===== config.mk =====
export PLATFORM = sky130hd
export DESIGN_NAME = varint_prefixed_string_check_unit
export DESIGN_NICKNAME = d
export VERILOG_FILES = /design/src/vpsc_pkg.sv /design/src/varint_prefixed_string_check_unit.sv
export SDC_FILE = /design/constraint.sdc
export NUM_CORES = 1
export LEC_CHECK = 0
export ABC_AREA = 1
export BUFFER_PORTS_ARGS = -buffer_cell sky130_fd_sc_hd__buf_2
export CAP_MARGIN = 20
export CORE_ASPECT_RATIO = 1.25
export CORE_MARGIN = 4
export CORE_UTILIZATION = 28
export DETAILED_ROUTE_END_ITERATION = 6
export GPL_ROUTABILITY_DRIVEN = 0
export PLACE_DENSITY_LB_ADDON = 0.12
export SLEW_MARGIN = 20
export SYNTH_ARGS = -nofsm -noshare
export SYNTH_HDL_FRONTEND = slang
export SYNTH_SLANG_ARGS = --single-unit

===== constraint.sdc =====
create_clock -name clock -period 13.5 [get_ports clock]
set_input_delay 2.025 -clock clock [delete_from_list [all_inputs] [get_ports clock]]
set_output_delay 2.025 -clock clock [all_outputs]
set_load 0.01 [all_outputs]

===== src/vpsc_pkg.sv =====
// shared constants for the length-prefixed string column checker
// parser phases, verdict codes, field widths and register map; no dependencies
package vpsc_pkg;

   // field widths
   localparam int unsigned BYTE_W  = 8;
   localparam int unsigned CNT_W   = 21;
   localparam int unsigned CODE_W  = 3;
   localparam int unsigned ACC_W   = 64;
   localparam int unsigned SHIFT_W = 7;
   localparam int unsigned PHASE_W = 2;

   // packed stream words
   localparam int unsigned REQ_DATA_W = 56;
   localparam int unsigned RSP_DATA_W = 32;

   // configuration port
   localparam int unsigned CSR_ADDR_W = 3;
   localparam int unsigned CSR_DATA_W = 32;
   localparam logic [0:0]  REG_NULLABLE_MODE = 1'd0;

   // counter ceiling
   localparam logic [CNT_W-1:0] CNT_MAX = {CNT_W{1'b1}};

   // base-128 prefix
   localparam logic [SHIFT_W-1:0] VARINT_STEP  = 7'd7;
   localparam logic [SHIFT_W-1:0] SHIFT_LIMIT  = 7'd64;

   // parser phases
   localparam logic [PHASE_W-1:0] PH_NULLMAP = 2'd0;
   localparam logic [PHASE_W-1:0] PH_PREFIX  = 2'd1;
   localparam logic [PHASE_W-1:0] PH_SKIP    = 2'd2;
   localparam logic [PHASE_W-1:0] PH_DONE    = 2'd3;

   // verdict codes
   localparam logic [CODE_W-1:0] E_OK       = 3'd0;
   localparam logic [CODE_W-1:0] E_NULLMAP  = 3'd1;
   localparam logic [CODE_W-1:0] E_OVERFLOW = 3'd2;
   localparam logic [CODE_W-1:0] E_TOOLONG  = 3'd3;
   localparam logic [CODE_W-1:0] E_TRUNC    = 3'd4;
   localparam logic [CODE_W-1:0] E_NOSTR    = 3'd5;
   localparam logic [CODE_W-1:0] E_SHORT    = 3'd6;

endpackage


===== src/varint_prefixed_string_check_unit.sv =====
// length-prefixed string column checker, top level
// depends on vpsc_pkg for phases, verdict codes and widths
//
// channel | dir | handshake          | payload
// --------+-----+--------------------+-------------------------------------------
// req     | in  | tvalid/tready      | tdata: data_byte, block_length, null_rows;
//         |     |                    | tuser: first_byte; tlast: last_byte
// rsp     | out | tvalid/tready      | tdata: block_ok, error_code, prefix_count
// csr     | in  | apb psel/penable   | reg 0 at byte address 0: nullable_mode
//
// one byte per cycle sustained, unless a byte carrying a verdict meets a held verdict;
// a verdict reaches rsp through the input register, then the result register
// the parser state update (prefix or, length compare, counters) is the one
// combinational step between the input register and the result register
// reset is synchronous and returns the parser to the start of a string prefix
// a held verdict stalls the input only when the byte in the input register
// produces another verdict; other bytes keep flowing
module varint_prefixed_string_check_unit (
   input  logic                              clock,
   input  logic                              reset,
   // input stream
   input  logic                              req_tvalid,
   output logic                              req_tready,
   // [7:0] data_byte, [28:8] block_length, [49:29] null_rows, [55:50] zero
   input  logic [vpsc_pkg::REQ_DATA_W-1:0]   req_tdata,
   // [0] first_byte
   input  logic                              req_tuser,
   input  logic                              req_tlast,
   // result stream
   output logic                              rsp_tvalid,
   input  logic                              rsp_tready,
   // [0] block_ok, [3:1] error_code, [24:4] prefix_count, [31:25] zero
   output logic [vpsc_pkg::RSP_DATA_W-1:0]   rsp_tdata,
   // configuration port
   input  logic                              csr_psel,
   input  logic                              csr_penable,
   input  logic                              csr_pwrite,
   input  logic [vpsc_pkg::CSR_ADDR_W-1:0]   csr_paddr,
   input  logic [vpsc_pkg::CSR_DATA_W-1:0]   csr_pwdata,
   output logic [vpsc_pkg::CSR_DATA_W-1:0]   csr_prdata,
   output logic                              csr_pready
);
   import vpsc_pkg::*;

   // configuration register
   logic nullable_ff;
   logic csr_write;

   // input register
   logic               in_valid_ff;
   logic [BYTE_W-1:0]  in_byte_ff;
   logic               in_first_ff;
   logic               in_last_ff;
   logic [CNT_W-1:0]   in_blen_ff;
   logic [CNT_W-1:0]   in_rows_ff;

   // parser state
   logic [PHASE_W-1:0] phase_ff,     phase_in;
   logic [ACC_W-1:0]   acc_ff,       acc_in;
   logic [SHIFT_W-1:0] shift_ff,     shift_in;
   logic [CNT_W-1:0]   skip_ff,      skip_in;
   logic [CNT_W-1:0]   strings_ff,   strings_in;
   logic [CODE_W-1:0]  err_ff,       err_in;
   // bytes of the block not yet consumed, floored at zero
   logic [CNT_W-1:0]   remain_ff,    remain_in;
   // null map bytes not yet consumed
   logic [CNT_W-1:0]   null_left_ff, null_left_in;

   // result register
   logic               out_valid_ff;
   logic               out_ok_ff;
   logic [CODE_W-1:0]  out_code_ff;
   logic [CNT_W-1:0]   out_count_ff;

   // handshake and working values
   logic               active;
   logic               produce;
   logic               advance;
   logic [PHASE_W-1:0] ph_s;
   logic [ACC_W-1:0]   acc_s;
   logic [SHIFT_W-1:0] shift_s;
   logic [CNT_W-1:0]   skip_s;
   logic [CNT_W-1:0]   strings_s;
   logic [CODE_W-1:0]  err_s;
   logic [CNT_W-1:0]   remain_s;
   logic [CNT_W-1:0]   null_s;
   logic [CNT_W-1:0]   remain_dec;
   logic [CNT_W-1:0]   skip_dec;
   logic [ACC_W-1:0]   acc_or;
   logic [SHIFT_W-1:0] shift_next;
   logic [CODE_W-1:0]  code_in;

   // ---------------------------------------------------------------------------
   // configuration port: one register, always ready
   // ---------------------------------------------------------------------------
   assign csr_pready = 1'b1;
   assign csr_write  = csr_psel & csr_penable & csr_pwrite & csr_pready;
   assign csr_prdata = (csr_paddr[2] == REG_NULLABLE_MODE)
                       ? {{(CSR_DATA_W-1){1'b0}}, nullable_ff} : '0;

   always_ff @(posedge clock) begin
      if (reset) begin
         nullable_ff <= 1'b0;
      end else if (csr_write && (csr_paddr[2] == REG_NULLABLE_MODE)) begin
         nullable_ff <= csr_pwdata[0];
      end
   end

   // ---------------------------------------------------------------------------
   // handshake: a byte leaves the input register unless it carries a verdict
   // and the result register is still full
   // ---------------------------------------------------------------------------
   // bytes after a verdict are dropped until the next first byte
   assign active     = in_first_ff | (phase_ff != PH_DONE);
   assign produce    = in_valid_ff & in_last_ff & active;
   assign advance    = in_valid_ff & (~produce | ~out_valid_ff | rsp_tready);
   assign req_tready = ~in_valid_ff | advance;

   always_ff @(posedge clock) begin
      if (reset) begin
         in_valid_ff <= 1'b0;
      end else if (req_tready) begin
         in_valid_ff <= req_tvalid;
      end
   end

   always_ff @(posedge clock) begin
      if (req_tready && req_tvalid) begin
         in_byte_ff  <= req_tdata[7:0];
         in_blen_ff  <= req_tdata[28:8];
         in_rows_ff  <= req_tdata[49:29];
         in_first_ff <= req_tuser;
         in_last_ff  <= req_tlast;
      end
   end

   // ---------------------------------------------------------------------------
   // parser step
   // ---------------------------------------------------------------------------
   always_comb begin
      // a first byte restarts from a fresh block
      if (in_first_ff) begin
         ph_s      = (nullable_ff && (in_rows_ff != '0))
                     ? PH_NULLMAP : PH_PREFIX;
         err_s     = (nullable_ff && (in_blen_ff <= in_rows_ff)) ? E_SHORT : E_OK;
         acc_s     = '0;
         shift_s   = '0;
         skip_s    = '0;
         strings_s = '0;
         remain_s  = in_blen_ff;
         null_s    = in_rows_ff;
      end else begin
         ph_s      = phase_ff;
         err_s     = err_ff;
         acc_s     = acc_ff;
         shift_s   = shift_ff;
         skip_s    = skip_ff;
         strings_s = strings_ff;
         remain_s  = remain_ff;
         null_s    = null_left_ff;
      end

      remain_dec = (remain_s != '0) ? remain_s - 1'b1 : '0;
      skip_dec   = (skip_s != '0) ? skip_s - 1'b1 : '0;
      acc_or     = acc_s | ({{(ACC_W-7){1'b0}}, in_byte_ff[6:0]} << shift_s[5:0]);
      shift_next = shift_s + VARINT_STEP;

      phase_in     = ph_s;
      err_in       = err_s;
      acc_in       = acc_s;
      shift_in     = shift_s;
      skip_in      = skip_s;
      strings_in   = strings_s;
      remain_in    = remain_s;
      null_left_in = null_s;

      // once an error is latched the rest of the block is not parsed
      if (err_s == E_OK) begin
         remain_in = remain_dec;
         unique case (ph_s)
            PH_NULLMAP: begin
               null_left_in = (null_s != '0) ? null_s - 1'b1 : '0;
               if (in_byte_ff > 8'd1) begin
                  err_in = E_NULLMAP;
               end else if (null_s <= 21'd1) begin
                  phase_in = PH_PREFIX;
               end
            end
            PH_SKIP: begin
               skip_in = skip_dec;
               if (skip_dec == '0) begin
                  phase_in = PH_PREFIX;
               end
            end
            PH_PREFIX: begin
               if (!in_byte_ff[7]) begin
                  // prefix complete: the string must fit in what is left
                  if ((acc_or[ACC_W-1:CNT_W] != '0) ||
                      (acc_or[CNT_W-1:0] > remain_dec)) begin
                     err_in = E_TOOLONG;
                  end else begin
                     skip_in    = acc_or[CNT_W-1:0];
                     phase_in   = (acc_or[CNT_W-1:0] != '0) ? PH_SKIP : PH_PREFIX;
                     strings_in = (strings_s != CNT_MAX) ? strings_s + 1'b1 : strings_s;
                  end
                  acc_in   = '0;
                  shift_in = '0;
               end else begin
                  acc_in   = acc_or;
                  shift_in = shift_next;
                  if (shift_next >= SHIFT_LIMIT) begin
                     err_in = E_OVERFLOW;
                  end
               end
            end
            PH_DONE: begin
               // not reached while active
            end
         endcase
      end

      // verdict from the state after this byte
      priority if (err_in != E_OK) begin
         code_in = err_in;
      end else if (phase_in == PH_NULLMAP) begin
         code_in = E_SHORT;
      end else if ((phase_in == PH_PREFIX) && (shift_in != '0)) begin
         code_in = E_TRUNC;
      end else if ((phase_in == PH_SKIP) && (skip_in != '0)) begin
         code_in = E_TOOLONG;
      end else if (strings_in == '0) begin
         code_in = E_NOSTR;
      end else begin
         code_in = E_OK;
      end
   end

   always_ff @(posedge clock) begin
      if (reset) begin
         phase_ff     <= PH_PREFIX;
         acc_ff       <= '0;
         shift_ff     <= '0;
         skip_ff      <= '0;
         strings_ff   <= '0;
         err_ff       <= E_OK;
         remain_ff    <= '0;
         null_left_ff <= '0;
      end else if (advance && active) begin
         phase_ff     <= in_last_ff ? PH_DONE : phase_in;
         acc_ff       <= acc_in;
         shift_ff     <= shift_in;
         skip_ff      <= skip_in;
         strings_ff   <= strings_in;
         err_ff       <= err_in;
         remain_ff    <= remain_in;
         null_left_ff <= null_left_in;
      end
   end

   // ---------------------------------------------------------------------------
   // result register
   // ---------------------------------------------------------------------------
   always_ff @(posedge clock) begin
      if (reset) begin
         out_valid_ff <= 1'b0;
      end else if (advance && produce) begin
         out_valid_ff <= 1'b1;
      end else if (rsp_tready) begin
         out_valid_ff <= 1'b0;
      end
   end

   always_ff @(posedge clock) begin
      if (advance && produce) begin
         out_ok_ff    <= (code_in == E_OK);
         out_code_ff  <= code_in;
         out_count_ff <= strings_in;
      end
   end

   assign rsp_tvalid = out_valid_ff;
   assign rsp_tdata  = {{(RSP_DATA_W-CNT_W-CODE_W-1){1'b0}}, out_count_ff, out_code_ff, out_ok_ff};

`ifndef SYNTHESIS
   // the ok flag agrees with the code
   assert property (@(posedge clock) disable iff (reset)
      out_valid_ff |-> (out_ok_ff == (out_code_ff == E_OK)))
      else $error("block_ok disagrees with error_code");

   // no verdict code beyond the defined set
   assert property (@(posedge clock) disable iff (reset)
      out_valid_ff |-> (out_code_ff <= E_SHORT))
      else $error("undefined verdict code");

   // the skip phase always has bytes left to skip
   assert property (@(posedge clock) disable iff (reset)
      (phase_ff == PH_SKIP) |-> (skip_ff != '0))
      else $error("skip phase with nothing to skip");

   // a healthy prefix never holds a shift past the last payload position
   assert property (@(posedge clock) disable iff (reset)
      ((phase_ff == PH_PREFIX) && (err_ff == E_OK)) |-> (shift_ff < SHIFT_LIMIT))
      else $error("prefix shift out of range without overflow");

   // a stalled byte stays in the input register
   assert property (@(posedge clock) disable iff (reset)
      (in_valid_ff && !advance) |=> in_valid_ff)
      else $error("input byte lost while stalled");
`endif

endmodule

==> results.md <==
* Final Cycle Share at 56.2%
* GR Overflow Total at 0
* Post-route DRC at 0
* Clock skew at 0.0384 ns
* Crit Path Max Fanout at 47
* Vias per cell at 4.86
* Most frequent cells in the layout: nand2_1 (663), inv_1 (305), nor2_1 (238), a21oi_1 (208), o21ai_0 (180)
* Commonest non-fill, non-tap cell in the layout: nand2_1
* CTS Sinks at 240
* CTS tree: yes
* Max cap viols at 0
* Crit path required time at 13.82 ns
* Drt wl/cell at 16.8 µm
* Power density over cell area at 118 nW/µm²
* Yosys cell types at 55
* H-tree Lvls at 1
* Total Power at 0.00217 W
* Mapped Cells at 2524
* Crit-path most repeated cell: nand2_1
* Initial antenna violation count at 0
* Worst rel slew slack at 32.6%
* Detailed Route WL at 55800 µm
* Status: finished, final reports clean
* Die area at 63000 µm²
* Tmin final at 7.58 ns
* Initial DRC Count at 1132
* First-pass GRT wire length at 87200 µm
* NumNets Final at 2698
* Worst-Margin Slew at 1.01 ns
* First-pass DRT Iterations at 7
* Number of global-route vias before repair at 15.6k
* Largest net degree at the start of global routing at 105
* Worst-Skew Late Latency at 0.60 ns
* Vias at 16.2k
* Routed Antenna Nets at 0
* Ports at 167
* Ys flop type: dfxtp_1
* Worst hold path type: register to register
* Worst R2R Setup Slack at 5.92 ns
* Post-synth ARST share at 0%
* Leakage at 8.44 nW
* CP max stage cell: o21ai_0
* Diodes inserted at 0
* RSZ-0062 raised after global routing: no
* Synth Cell Area at 16500 µm²
* Core ar. at 58500 µm²
* Worst path arrival time at 7.90 ns
* CTS Buf Count at 30
* WP buf/inv at 5
* Ys Warns at 0
* Setup TNS at 0 ns
* Slowest stage delay, CP at 0.83 ns
* Root Driver: clkbuf_16
* Dpl ws at 5.98 ns
* DP HPWL at 40300 µm
* Yosys reg bits at 240
* Number of flops mapped to enable cells by yosys at 77
* Max IR drop VDD at 0.103 mV
* Final Slew Violations at 0
* Worst setup EP type: register
* Die Height at 280 µm
* Row count at 99
* Setup WS post-layout at 5.92 ns
* Area grow syn2layout at 11.5%
* Sequential area share after synthesis at 33.7%
* Gr usage total at 17.2%
* Final setup viols at 0
* Avg Cell Area, Syn at 6.55 µm²
* Critical setup path kind: register to register
* PortBufs at 88
* Resized cells post-CTS at 0
* Clock slew at reported path FFs at 0.06 ns
* Setup repair bufs after CTS at 0
* Hold Vio Cnt, Final at 0
* CTS Hold Buffers Added at 0
* Initial core utilization at 28.3%
* Die width at 225 µm
* Finished Layout Cells at 3326
* Fmax achieved at 0.132 GHz
* Top cell family by delay on the critical path: simple AND/OR/NAND/NOR gates
* Share of layout cells above drive strength 1 at 8.52%
* Max Root-Sink Buffers at 3
* Number of fill cells at 6491
* Crit start category: register
* Cell total after placement at 3270
final timing paths:
| path | start | to | cells after the start |
|---|---|---|---|
| worst max-delay path | in_first_ff | out_ok_ff | 29 |
| worst min-delay path | null_left_ff[10] | null_left_ff[10] | 2 |
| worst max register to register | in_first_ff | out_ok_ff | 29 |
| worst min register to register | null_left_ff[10] | null_left_ff[10] | 2 |
Yosys cell counts, types with 34 or more instances:
cell	number	share of area (%)
nand2_1	663	15
inv_1	307	7.0
nor2_1	240	5.4
a21oi_1	208	6.3
o21ai_0	180	5.4
nand3_1	174	5.3
dfxtp_1	163	20
edfxtp_1	77	14
clkbuf_1	76	1.7
nand4_1	62	2.3
ha_1	53	4.0
buf_4	46	2.1
o211ai_1	41	1.9
nor3_1	34	1.0
worst register-to-register path: cells and delay by family (launching register included):
| family | cells | cell delay, ns |
|---|---|---|
| AND/OR/NAND/NOR | 20 | 3.25 |
| buffers and inverters | 5 | 2.07 |
| AO/OA/AOI/OAI | 3 | 1.29 |
| adder cells (fa/ha/maj) | 1 | 0.38 |
| flip-flops | 1 | 0.32 |
logic make-up (layout without fill, tap and decap cells):
logic type,Yosys count,count (layout),share of synthesized area (%)
AO/OA/AOI/OAI,472,472,15.5
AND/OR/NAND/NOR,1242,1242,32.2
adder cells (fa/ha/maj),53,53,4.01
buffers and inverters,480,488,12.5
flip-flops,240,240,33.7
other,2,39,0.0454
multiplexers,4,4,0.242
XOR/XNOR,31,31,1.69
per-stage QoR:
| step | utilization [%] | hold slack (ns) | cell area [µm²] |
|---|---|---|---|
| after floorplan | - | 0.436 | 16700 |
| after global placement | 29.7 | 0.450 | 17400 |
| after detailed placement | 29.7 | 0.453 | 17400 |
| after global routing | 31.5 | 0.472 | 18400 |
| final | 31.5 | 0.462 | 18400 |
| after CTS | 31.5 | 0.462 | 18400 |
registers in the layout, indices dropped and copies added (netlist names), 2 cells and up:
signal        flops
strings_ff       21
out_count_ff     21
null_left_ff     21
phase_ff          2
err_ff            3
acc_ff           64
in_blen_ff       21
in_byte_ff        8
remain_ff        21
skip_ff          21
shift_ff          7
in_rows_ff       21
out_code_ff       3
power breakdown:
group	total [W]	internal, W	switching, W
Clock	0.000853	0.000515	0.000338
Combinational	0.000515	0.000145	0.000370
Sequential	0.000804	0.000785	0.0000194
layer usage:
metal  wire [µm]  vias up  track usage [%]  share of wire, %
met4        2050        0             6.11               3.7
met2       27800      403             30.9                50
met5           0        -                0                 0
met3        2390       91             2.13               4.3
met1       23600     7414             21.0                42
li1            -     8244                -                 -
area by class of cell:
| cell class | instances | area, µm² | area share [%] |
|---|---|---|---|
| multi-input combinational | 1841 | 9030 | 49.0 |
| sequential | 240 | 5580 | 30.2 |
| inverter | 320 | 1210 | 6.56 |
| tap | 757 | 947 | 5.14 |
| clock buffer | 44 | 893 | 4.85 |
| timing repair buffer | 112 | 623 | 3.38 |
| clock inverter | 12 | 159 | 0.862 |
Note: power is estimated with default switching activity, not from simulation.
